$ cat src/rtl/ifig_pkg.sv
`default_nettype none

package ifig_pkg;

  localparam int LEN_WIDTH  = 32;
  localparam int CODE_W     = 8;
  localparam int AFTER_W    = 40;
  localparam int SHORT_W    = 32;
  localparam int RATE_W     = 40;
  localparam int DELAY_W    = 33;
  localparam int TOTAL_W    = 64;
  localparam int CFG_IDX_W  = 4;
  localparam int CFG_DATA_W = 41;

  // pacing scale, one bit of it per multiplier step
  localparam int NS_W = 30;
  localparam logic [NS_W-1:0] NS_PER_SEC = 30'd1000000000;
  localparam logic [DELAY_W-1:0] DELAY_CAP = 33'd5000000000;

  localparam int PROD_W    = LEN_WIDTH + NS_W;
  localparam int QUO_W     = DELAY_W + 1;
  localparam int MUL_CNT_W = $clog2(NS_W);
  localparam int DIV_CNT_W = $clog2(PROD_W);
  localparam int CMP_W     = (LEN_WIDTH > SHORT_W) ? LEN_WIDTH : SHORT_W;

  typedef enum logic [CFG_IDX_W-1:0] {
    REG_READ_ERROR_CODE   = 4'd0,
    REG_READ_ERROR_AFTER  = 4'd1,
    REG_READ_SHORT_LIMIT  = 4'd2,
    REG_READ_RATE         = 4'd3,
    REG_WRITE_ERROR_CODE  = 4'd4,
    REG_WRITE_ERROR_AFTER = 4'd5,
    REG_WRITE_SHORT_LIMIT = 4'd6,
    REG_WRITE_RATE        = 4'd7
  } cfg_reg_t;

  typedef enum logic [1:0] {
    ST_IDLE,
    ST_MUL,
    ST_DIV,
    ST_FIN
  } state_t;

  typedef struct packed {
    logic                 func;
    logic [LEN_WIDTH-1:0] request_len;
  } req_t;

  typedef struct packed {
    logic [CODE_W-1:0]    error_code;
    logic [LEN_WIDTH-1:0] granted_len;
    logic [DELAY_W-1:0]   delay_ns;
  } rsp_t;

  typedef struct packed {
    logic [CODE_W-1:0]  code;
    logic               after_neg;
    logic [AFTER_W-1:0] after_val;
    logic               short_neg;
    logic [SHORT_W-1:0] short_val;
    logic [RATE_W-1:0]  rate;
  } rule_t;

endpackage

`default_nettype wire

$ cat src/rtl/ifig_cfg.sv
`default_nettype none

module ifig_cfg
  import ifig_pkg::*;
(
  input  wire logic                  clk,
  input  wire logic                  rst,
  input  wire logic                  cfg_valid,
  input  wire logic [CFG_IDX_W-1:0]  cfg_index,
  input  wire logic [CFG_DATA_W-1:0] cfg_data,
  output rule_t                      rd_rule,
  output rule_t                      wr_rule
);

  always_ff @(posedge clk) begin
    if (rst) begin
      rd_rule.code      <= '0;
      rd_rule.after_neg <= 1'b1;
      rd_rule.after_val <= '0;
      rd_rule.short_neg <= 1'b1;
      rd_rule.short_val <= '0;
      rd_rule.rate      <= '0;
      wr_rule.code      <= '0;
      wr_rule.after_neg <= 1'b1;
      wr_rule.after_val <= '0;
      wr_rule.short_neg <= 1'b1;
      wr_rule.short_val <= '0;
      wr_rule.rate      <= '0;
    end else if (cfg_valid) begin
      unique case (cfg_index)
        REG_READ_ERROR_CODE: begin
          rd_rule.code <= cfg_data[CODE_W-1:0];
        end
        REG_READ_ERROR_AFTER: begin
          rd_rule.after_neg <= cfg_data[AFTER_W];
          rd_rule.after_val <= cfg_data[AFTER_W-1:0];
        end
        REG_READ_SHORT_LIMIT: begin
          rd_rule.short_neg <= cfg_data[SHORT_W];
          rd_rule.short_val <= cfg_data[SHORT_W-1:0];
        end
        REG_READ_RATE: begin
          rd_rule.rate <= cfg_data[RATE_W-1:0];
        end
        REG_WRITE_ERROR_CODE: begin
          wr_rule.code <= cfg_data[CODE_W-1:0];
        end
        REG_WRITE_ERROR_AFTER: begin
          wr_rule.after_neg <= cfg_data[AFTER_W];
          wr_rule.after_val <= cfg_data[AFTER_W-1:0];
        end
        REG_WRITE_SHORT_LIMIT: begin
          wr_rule.short_neg <= cfg_data[SHORT_W];
          wr_rule.short_val <= cfg_data[SHORT_W-1:0];
        end
        REG_WRITE_RATE: begin
          wr_rule.rate <= cfg_data[RATE_W-1:0];
        end
        default: begin
        end
      endcase
    end
  end

endmodule

`default_nettype wire

$ cat src/rtl/ifig_smul.sv
`default_nettype none

module ifig_smul
  import ifig_pkg::*;
(
  input  wire logic                 clk,
  input  wire logic                 rst,
  input  wire logic                 start,
  input  wire logic [LEN_WIDTH-1:0] len,
  output logic                      done,
  output logic [PROD_W-1:0]         prod
);

  logic                 busy;
  logic [MUL_CNT_W-1:0] cnt;
  logic [LEN_WIDTH-1:0] mcand;
  logic [LEN_WIDTH-1:0] acc;
  logic [NS_W-1:0]      low;
  logic [LEN_WIDTH:0]   sum;

  // one scale bit per cycle, lsb first; product bits leave acc at the bottom
  assign sum  = {1'b0, acc} + (NS_PER_SEC[cnt] ? {1'b0, mcand} : '0);
  assign prod = {acc, low};

  always_ff @(posedge clk) begin
    if (rst) begin
      busy <= 1'b0;
      done <= 1'b0;
      cnt  <= '0;
    end else begin
      done <= 1'b0;
      if (start) begin
        busy <= 1'b1;
        cnt  <= '0;
      end else if (busy) begin
        cnt <= cnt + 1'b1;
        if (cnt == MUL_CNT_W'(NS_W - 1)) begin
          busy <= 1'b0;
          done <= 1'b1;
        end
      end
    end
  end

  always_ff @(posedge clk) begin
    if (start) begin
      mcand <= len;
      acc   <= '0;
    end else if (busy) begin
      acc <= sum[LEN_WIDTH:1];
      low <= {sum[0], low[NS_W-1:1]};
    end
  end

endmodule

`default_nettype wire

$ cat src/rtl/ifig_sdiv.sv
`default_nettype none

module ifig_sdiv
  import ifig_pkg::*;
(
  input  wire logic              clk,
  input  wire logic              rst,
  input  wire logic              start,
  input  wire logic [PROD_W-1:0] dividend,
  input  wire logic [RATE_W-1:0] divisor,
  output logic                   done,
  output logic [DELAY_W-1:0]     quo
);

  logic                 busy;
  logic [DIV_CNT_W-1:0] cnt;
  logic [PROD_W-1:0]    dvd;
  logic [RATE_W-1:0]    dvs;
  logic [RATE_W-1:0]    rem;
  logic [QUO_W-1:0]     q;
  logic                 over;
  logic [RATE_W:0]      rem_sh;
  logic                 ge;
  logic [RATE_W:0]      diff;

  // restoring division, one quotient bit per cycle, msb first
  assign rem_sh = {rem, dvd[PROD_W-1]};
  assign ge     = rem_sh >= {1'b0, dvs};
  assign diff   = rem_sh - {1'b0, dvs};
  assign quo    = (over || (q > {1'b0, DELAY_CAP})) ? DELAY_CAP : q[DELAY_W-1:0];

  always_ff @(posedge clk) begin
    if (rst) begin
      busy <= 1'b0;
      done <= 1'b0;
      cnt  <= '0;
    end else begin
      done <= 1'b0;
      if (start) begin
        busy <= 1'b1;
        cnt  <= '0;
      end else if (busy) begin
        cnt <= cnt + 1'b1;
        if (cnt == DIV_CNT_W'(PROD_W - 1)) begin
          busy <= 1'b0;
          done <= 1'b1;
        end
      end
    end
  end

  always_ff @(posedge clk) begin
    if (start) begin
      dvd  <= dividend;
      dvs  <= divisor;
      rem  <= '0;
      q    <= '0;
      over <= 1'b0;
    end else if (busy) begin
      dvd  <= {dvd[PROD_W-2:0], 1'b0};
      rem  <= ge ? diff[RATE_W-1:0] : rem_sh[RATE_W-1:0];
      q    <= {q[QUO_W-2:0], ge};
      over <= over | q[QUO_W-1];
    end
  end

endmodule

`default_nettype wire

$ cat src/rtl/io_fault_injection_gate_core.sv
// io fault injection gate
// req channel (req_valid/req_ready, req): one word per i/o request, a
// direction and a requested length. rsp channel (rsp_valid/rsp_ready, rsp):
// one word per request with the injected error code, the clamped length
// and the pacing delay in ns. cfg channel (cfg_valid/cfg_ready, cfg_index,
// cfg_data) writes the eight rule registers, always ready; write only idle.
// a request with a nonzero rate and length runs a bit-serial multiply by
// 1e9 and then a restoring divide by the rate, one bit per cycle over
// LEN_WIDTH + 30 dividend bits, before its response word is loaded. with
// a zero rate or length it goes straight to loading the response. one
// request is in flight at a time; req_ready returns the cycle after the
// response word is loaded.
// reset clears the rules to their defaults, both byte totals and the
// response valid flag. a stalled receiver holds the response word; the block
// still takes the next request and stops before loading its response.
`default_nettype none

module io_fault_injection_gate_core
  import ifig_pkg::*;
(
  input  wire logic                  clk,
  input  wire logic                  rst,
  input  wire logic                  req_valid,
  output logic                       req_ready,
  input  wire req_t                  req,
  output logic                       rsp_valid,
  input  wire logic                  rsp_ready,
  output rsp_t                       rsp,
  input  wire logic                  cfg_valid,
  output logic                       cfg_ready,
  input  wire logic [CFG_IDX_W-1:0]  cfg_index,
  input  wire logic [CFG_DATA_W-1:0] cfg_data
);

  state_t               state;
  state_t               state_next;
  rule_t                rd_rule;
  rule_t                wr_rule;
  rule_t                rule_in;
  rule_t                rule_q;
  logic                 func_q;
  logic [LEN_WIDTH-1:0] len_q;
  logic                 zero_delay;
  logic [TOTAL_W-1:0]   rd_total;
  logic [TOTAL_W-1:0]   wr_total;
  logic [TOTAL_W-1:0]   total_sel;
  logic                 accept;
  logic                 skip;
  logic                 mul_start;
  logic                 mul_done;
  logic [PROD_W-1:0]    mul_prod;
  logic                 div_done;
  logic [DELAY_W-1:0]   div_quo;
  logic                 load_rsp;
  logic                 clamp;
  logic [LEN_WIDTH-1:0] granted;
  logic                 fire;
  logic [TOTAL_W:0]     sum;
  logic [TOTAL_W-1:0]   total_next;

  assign cfg_ready = 1'b1;
  assign accept    = req_valid && req_ready;
  assign rule_in   = req.func ? wr_rule : rd_rule;
  assign skip      = (rule_in.rate == '0) || (req.request_len == '0);
  assign rule_q    = func_q ? wr_rule : rd_rule;
  assign total_sel = func_q ? wr_total : rd_total;

  ifig_cfg u_cfg (
    .clk       (clk),
    .rst       (rst),
    .cfg_valid (cfg_valid),
    .cfg_index (cfg_index),
    .cfg_data  (cfg_data),
    .rd_rule   (rd_rule),
    .wr_rule   (wr_rule)
  );

  ifig_smul u_smul (
    .clk   (clk),
    .rst   (rst),
    .start (mul_start),
    .len   (req.request_len),
    .done  (mul_done),
    .prod  (mul_prod)
  );

  ifig_sdiv u_sdiv (
    .clk      (clk),
    .rst      (rst),
    .start    (mul_done),
    .dividend (mul_prod),
    .divisor  (rule_q.rate),
    .done     (div_done),
    .quo      (div_quo)
  );

  // short clamp, error decision and saturating total
  assign clamp   = !rule_q.short_neg &&
                   (CMP_W'(rule_q.short_val) < CMP_W'(len_q));
  assign granted = clamp ? LEN_WIDTH'(rule_q.short_val) : len_q;
  assign fire    = (rule_q.code != '0) &&
                   (rule_q.after_neg || (total_sel >= TOTAL_W'(rule_q.after_val)));
  assign sum        = {1'b0, total_sel} + (TOTAL_W + 1)'(granted);
  assign total_next = sum[TOTAL_W] ? '1 : sum[TOTAL_W-1:0];

  always_ff @(posedge clk) begin
    if (rst) begin
      state <= ST_IDLE;
    end else begin
      state <= state_next;
    end
  end

  always_comb begin
    state_next = state;
    req_ready  = 1'b0;
    mul_start  = 1'b0;
    load_rsp   = 1'b0;
    unique case (state)
      ST_IDLE: begin
        req_ready = 1'b1;
        if (req_valid) begin
          if (skip) begin
            state_next = ST_FIN;
          end else begin
            mul_start  = 1'b1;
            state_next = ST_MUL;
          end
        end
      end
      ST_MUL: begin
        if (mul_done) begin
          state_next = ST_DIV;
        end
      end
      ST_DIV: begin
        if (div_done) begin
          state_next = ST_FIN;
        end
      end
      ST_FIN: begin
        if (!rsp_valid || rsp_ready) begin
          load_rsp   = 1'b1;
          state_next = ST_IDLE;
        end
      end
      default: begin
        state_next = ST_IDLE;
      end
    endcase
  end

  always_ff @(posedge clk) begin
    if (accept) begin
      func_q     <= req.func;
      len_q      <= req.request_len;
      zero_delay <= skip;
    end
  end

  always_ff @(posedge clk) begin
    if (rst) begin
      rd_total  <= '0;
      wr_total  <= '0;
      rsp_valid <= 1'b0;
    end else begin
      if (load_rsp) begin
        rsp_valid <= 1'b1;
        if (!fire) begin
          if (func_q) begin
            wr_total <= total_next;
          end else begin
            rd_total <= total_next;
          end
        end
      end else if (rsp_ready) begin
        rsp_valid <= 1'b0;
      end
    end
  end

  always_ff @(posedge clk) begin
    if (load_rsp) begin
      rsp.error_code  <= fire ? rule_q.code : '0;
      rsp.granted_len <= granted;
      rsp.delay_ns    <= zero_delay ? '0 : div_quo;
    end
  end

endmodule

`default_nettype wire

$ cat config.mk
export PLATFORM = sky130hd
export DESIGN_NAME = io_fault_injection_gate_core
export DESIGN_NICKNAME = d
export VERILOG_FILES = /design/src/rtl/ifig_pkg.sv /design/src/rtl/ifig_cfg.sv /design/src/rtl/ifig_smul.sv /design/src/rtl/ifig_sdiv.sv /design/src/rtl/io_fault_injection_gate_core.sv
export SDC_FILE = /design/constraint.sdc
export NUM_CORES = 2
export LEC_CHECK = 0
export BUFFER_PORTS_ARGS = -buffer_cell sky130_fd_sc_hd__buf_2
export CAP_MARGIN = 25
export CORE_UTILIZATION = 60
export CTS_CLUSTER_SIZE = 24
export DETAILED_ROUTE_END_ITERATION = 6
export PLACE_DENSITY = 0.78
export SYNTH_ARGS = -nofsm -noshare
export SYNTH_HDL_FRONTEND = slang
export SYNTH_SLANG_ARGS = --single-unit
$ cat constraint.sdc
create_clock -name clk -period 10.3 [get_ports clk]
set_clock_uncertainty 0.1 [all_clocks]
set_input_delay 2.06 -clock clk [delete_from_list [all_inputs] [get_ports clk]]
set_output_delay 2.06 -clock clk [all_outputs]
set_load 0.03 [all_outputs]
==> results.toml <==
[outcome]
outcome = "completed"

[worst_setup_path]
path_class = "register to register"
cp-end-kind = "register"
worstPathCellList = "buf_4 > mux2_2 > ha_1 > nand4_1 > or4_4 > or4_4 > o22ai_2 > nor3_4 > o21ai_0 > fa_1 > a21o_1 > nor2b_1 > inv_1 > o31ai_1 > o21ai_0 > a211oi_1 > o2111a_1 > o21ai_1 > nor2_2 > buf_4 > nor2_1 > a211oi_1"
slowest_delay_ps = 960
worstPathMaxFanout = 21
critPathSlowestCell = "edfxtp_1"
critPathArrivalTime_ps = 8740
cp-start-kind = "register"
cp.required_ps = 10730

[logic_synthesis]
async_flop_share_pct = 0
yosysTopAreaCellShare_pct = 25.7
ys_seq_area_share_pct = 46.7
syn_area_sq_um = 38800
synth-warning-count = 0
synth_cells = 4132
synth_cell_type_count = 92
synth_edf_count = 271
yosysMostFrequentCell = "nand2_1"
synth_flop_cell = "dfxtp_1"
synth_top_cells_by_count = "nand2_1, dfxtp_1, nor2_1, a21oi_1, edfxtp_1"
postSynthRegisterBits = 769
syn_nets = 4395
yosysTopAreaCell = "dfxtp_1"
syn_area_per_cell_sq_um = 9.38
synth_top_cells_by_area = "dfxtp_1, edfxtp_1, nand2_1"

[detailed_routing]
wl_microns = 98500
dr.pass1.iters = 6
drt_iter0_markers = 2768
ant_nets = 0
met3_length_microns = 5780
routedWlPerCell_microns = 19.4
via_per_inst = 6.03
m1WireLength_microns = 42300
top_layer = "met4"
wl_met2_microns = 46300
drc = 0
vias = 30700

[sta]
max_freq_ghz = 0.120
setup_slack_ps = 1990
rsz0062_at_grt = "false"
hold_viol_final = 0
tightest_slew_ps = 1030
slew_viol_final = 0
min_period_ps = 8310
fin_setup_tns_ps = 0
relSlewSlack_pct = 31.7
post-route-period-util_pct = 80.7
setup_violations = 0

[clock_network]
postCtsHoldBufs = 0
clkLatencyLatePin_ps = 640
cts_sinks = 769
cts_setup_buffers = 0
cts_buffers = 81
cts_tree = "built"
htreeDepth = 3
clockBufferDepth = 3
path_clk_slew_ps = 60
cts_resized = 0
cts_root_buf = "clkbuf_16"

[cells_and_area]
fin_util_pct = 67.5
final_cells = 5085
area_delta_synth_final_pct = 10.4
drive_gt1_share_pct = 13.1
nets = 4433

[pwr]
p_per_area_nw_per_um2 = 189
ir_drop_uv = 136
power.switching_mw = 2.40
leakagePower_nw = 16.8
sw_frac_of_total_pct = 29.7
pwr-share-comb_pct = 19.8
p_int_mw = 5.69
seqPwrFrac_pct = 43.7
p_clk_share_pct = 36.5

[global_route]
grt_pass1_wl_microns = 156000
grt_max_degree = 208
grt_overflow = 0
grt.total_usage_pct = 29.4
grt_pass1_vias = 28900
antenna_found_initial = 2

[min_path]
hp-class = "register to register"

[floorplan]
initial_core_util_pct = 61.1
die_area_sq_um = 65600
num_rows = 92
die_x_microns = 256
boundaryPins = 159
core_sq_um = 63400
die_y_microns = 256

[placement]
place_congestion = 0.978
dp_hpwl_microns = 66600
numPortBuffers = 157
place_inst = 4932
place_ws_ps = 2090

[run]
cap_violations = 0
==> sequential cells by signal (all words and copies together) (netlist names), 2 cells and up, named ones only <==
signal,flops
u_cfg.wr_rule,122
u_sdiv.cnt,6
u_smul.cnt,5
u_sdiv.dvd,62
rd_total,64
u_sdiv.q,34
u_smul.low,30
u_sdiv.rem,40
u_smul.acc,32
len_q,32
wr_total,64
rsp,73
state,2
u_sdiv.dvs,40
u_smul.mcand,32
u_cfg.rd_rule,122
==> area by class of cell <==
class | instances | area [sq um]
repair buffers | 199 | 1160
clock buffers | 116 | 2300
diodes | 1 | 2.50
flip-flops and latches | 769 | 18100
clock inverters | 35 | 377
well taps | 846 | 1060
fillers | 4926 | 20600
multi-input cells | 2972 | 19200
inverters | 147 | 553
==> per-stage QoR <==
step           hold slack (ps)  total power [mW]  area [sq um]
2_1_floorplan              320              4.73         38800
3_3_place_gp               324              5.13         40100
3_5_place_dp               327              5.17         40100
4_1_cts                    343              8.10         42800
5_1_grt                    352              8.43         42800
6_report                   343              8.09         42800
==> cells in the final DEF (no fill, tap or decap), types with 35 or more instances in the layout <==
cell	instances
clkbuf_16	85
and2_1	65
xnor2_1	57
nand2_1	641
dfxtp_1	495
buf_4	39
inv_1	144
nor4_1	73
o21ai_0	90
xor2_1	36
ha_1	177
edfxtp_1	271
a211oi_1	114
mux2i_1	170
a311oi_1	35
a21oi_1	371
nand3_1	45
nor3_1	61
nand4_1	45
buf_2	156
nor2_1	380
mux2_2	174
a21o_1	74
==> worst paths after layout <==
check,start,cells after the start,endpoint,slack [ps]
worst max-delay path,func_q$_DFFE_PP_,22,rd_total[29]$_SDFFE_PP0P_,1990
worst min-delay path,u_smul.low[23]$_DFFE_PP_,0,u_smul.low[22]$_DFFE_PP_,340
worst max register to register,func_q$_DFFE_PP_,22,rd_total[29]$_SDFFE_PP0P_,1990
worst min register to register,u_smul.low[23]$_DFFE_PP_,0,u_smul.low[22]$_DFFE_PP_,340
==> metal layers <==
metal / up-vias / GRT usage [%]
met4: 0 / 12.9
li1: 14800 / -
met5: - / 0
met3: 228 / 4.13
met1: 14600 / 39.0
met2: 1016 / 47.9
==> cell families after synthesis <==
| logic type | Yosys count | synth area share (%) |
|---|---|---|
| muxes | 345 | 9.47 |
| and+or+nand+nor | 1497 | 17.9 |
| buffers and inverters | 391 | 3.89 |
| other | 1 | 0.00967 |
| AOI/OAI and AO/OA | 853 | 14.0 |
| xor gates and xnor gates | 93 | 2.10 |
| adders and majority gates | 183 | 5.95 |
| DFF | 769 | 46.7 |
==> power by group through the flow <==
stage,combinational [mW],sequential [mW],clock [mW]
finish,1.61,3.53,2.95
global route,1.76,3.56,3.11
CTS,1.59,3.53,2.98
detailed placement,1.58,3.59,0
global placement,1.55,3.59,0
floorplan,1.15,3.58,0
==> worst max-delay path: cells and delay by family (launching register included) <==
| family | cells | cell delay [ps] |
|---|---|---|
| compound gates | 9 | 3150 |
| mux | 1 | 370 |
| simple gates | 7 | 2220 |
| flops | 1 | 960 |
| fa+ha+maj | 2 | 630 |
| buf+inv | 3 | 730 |
(Power assumes the default switching activity.)
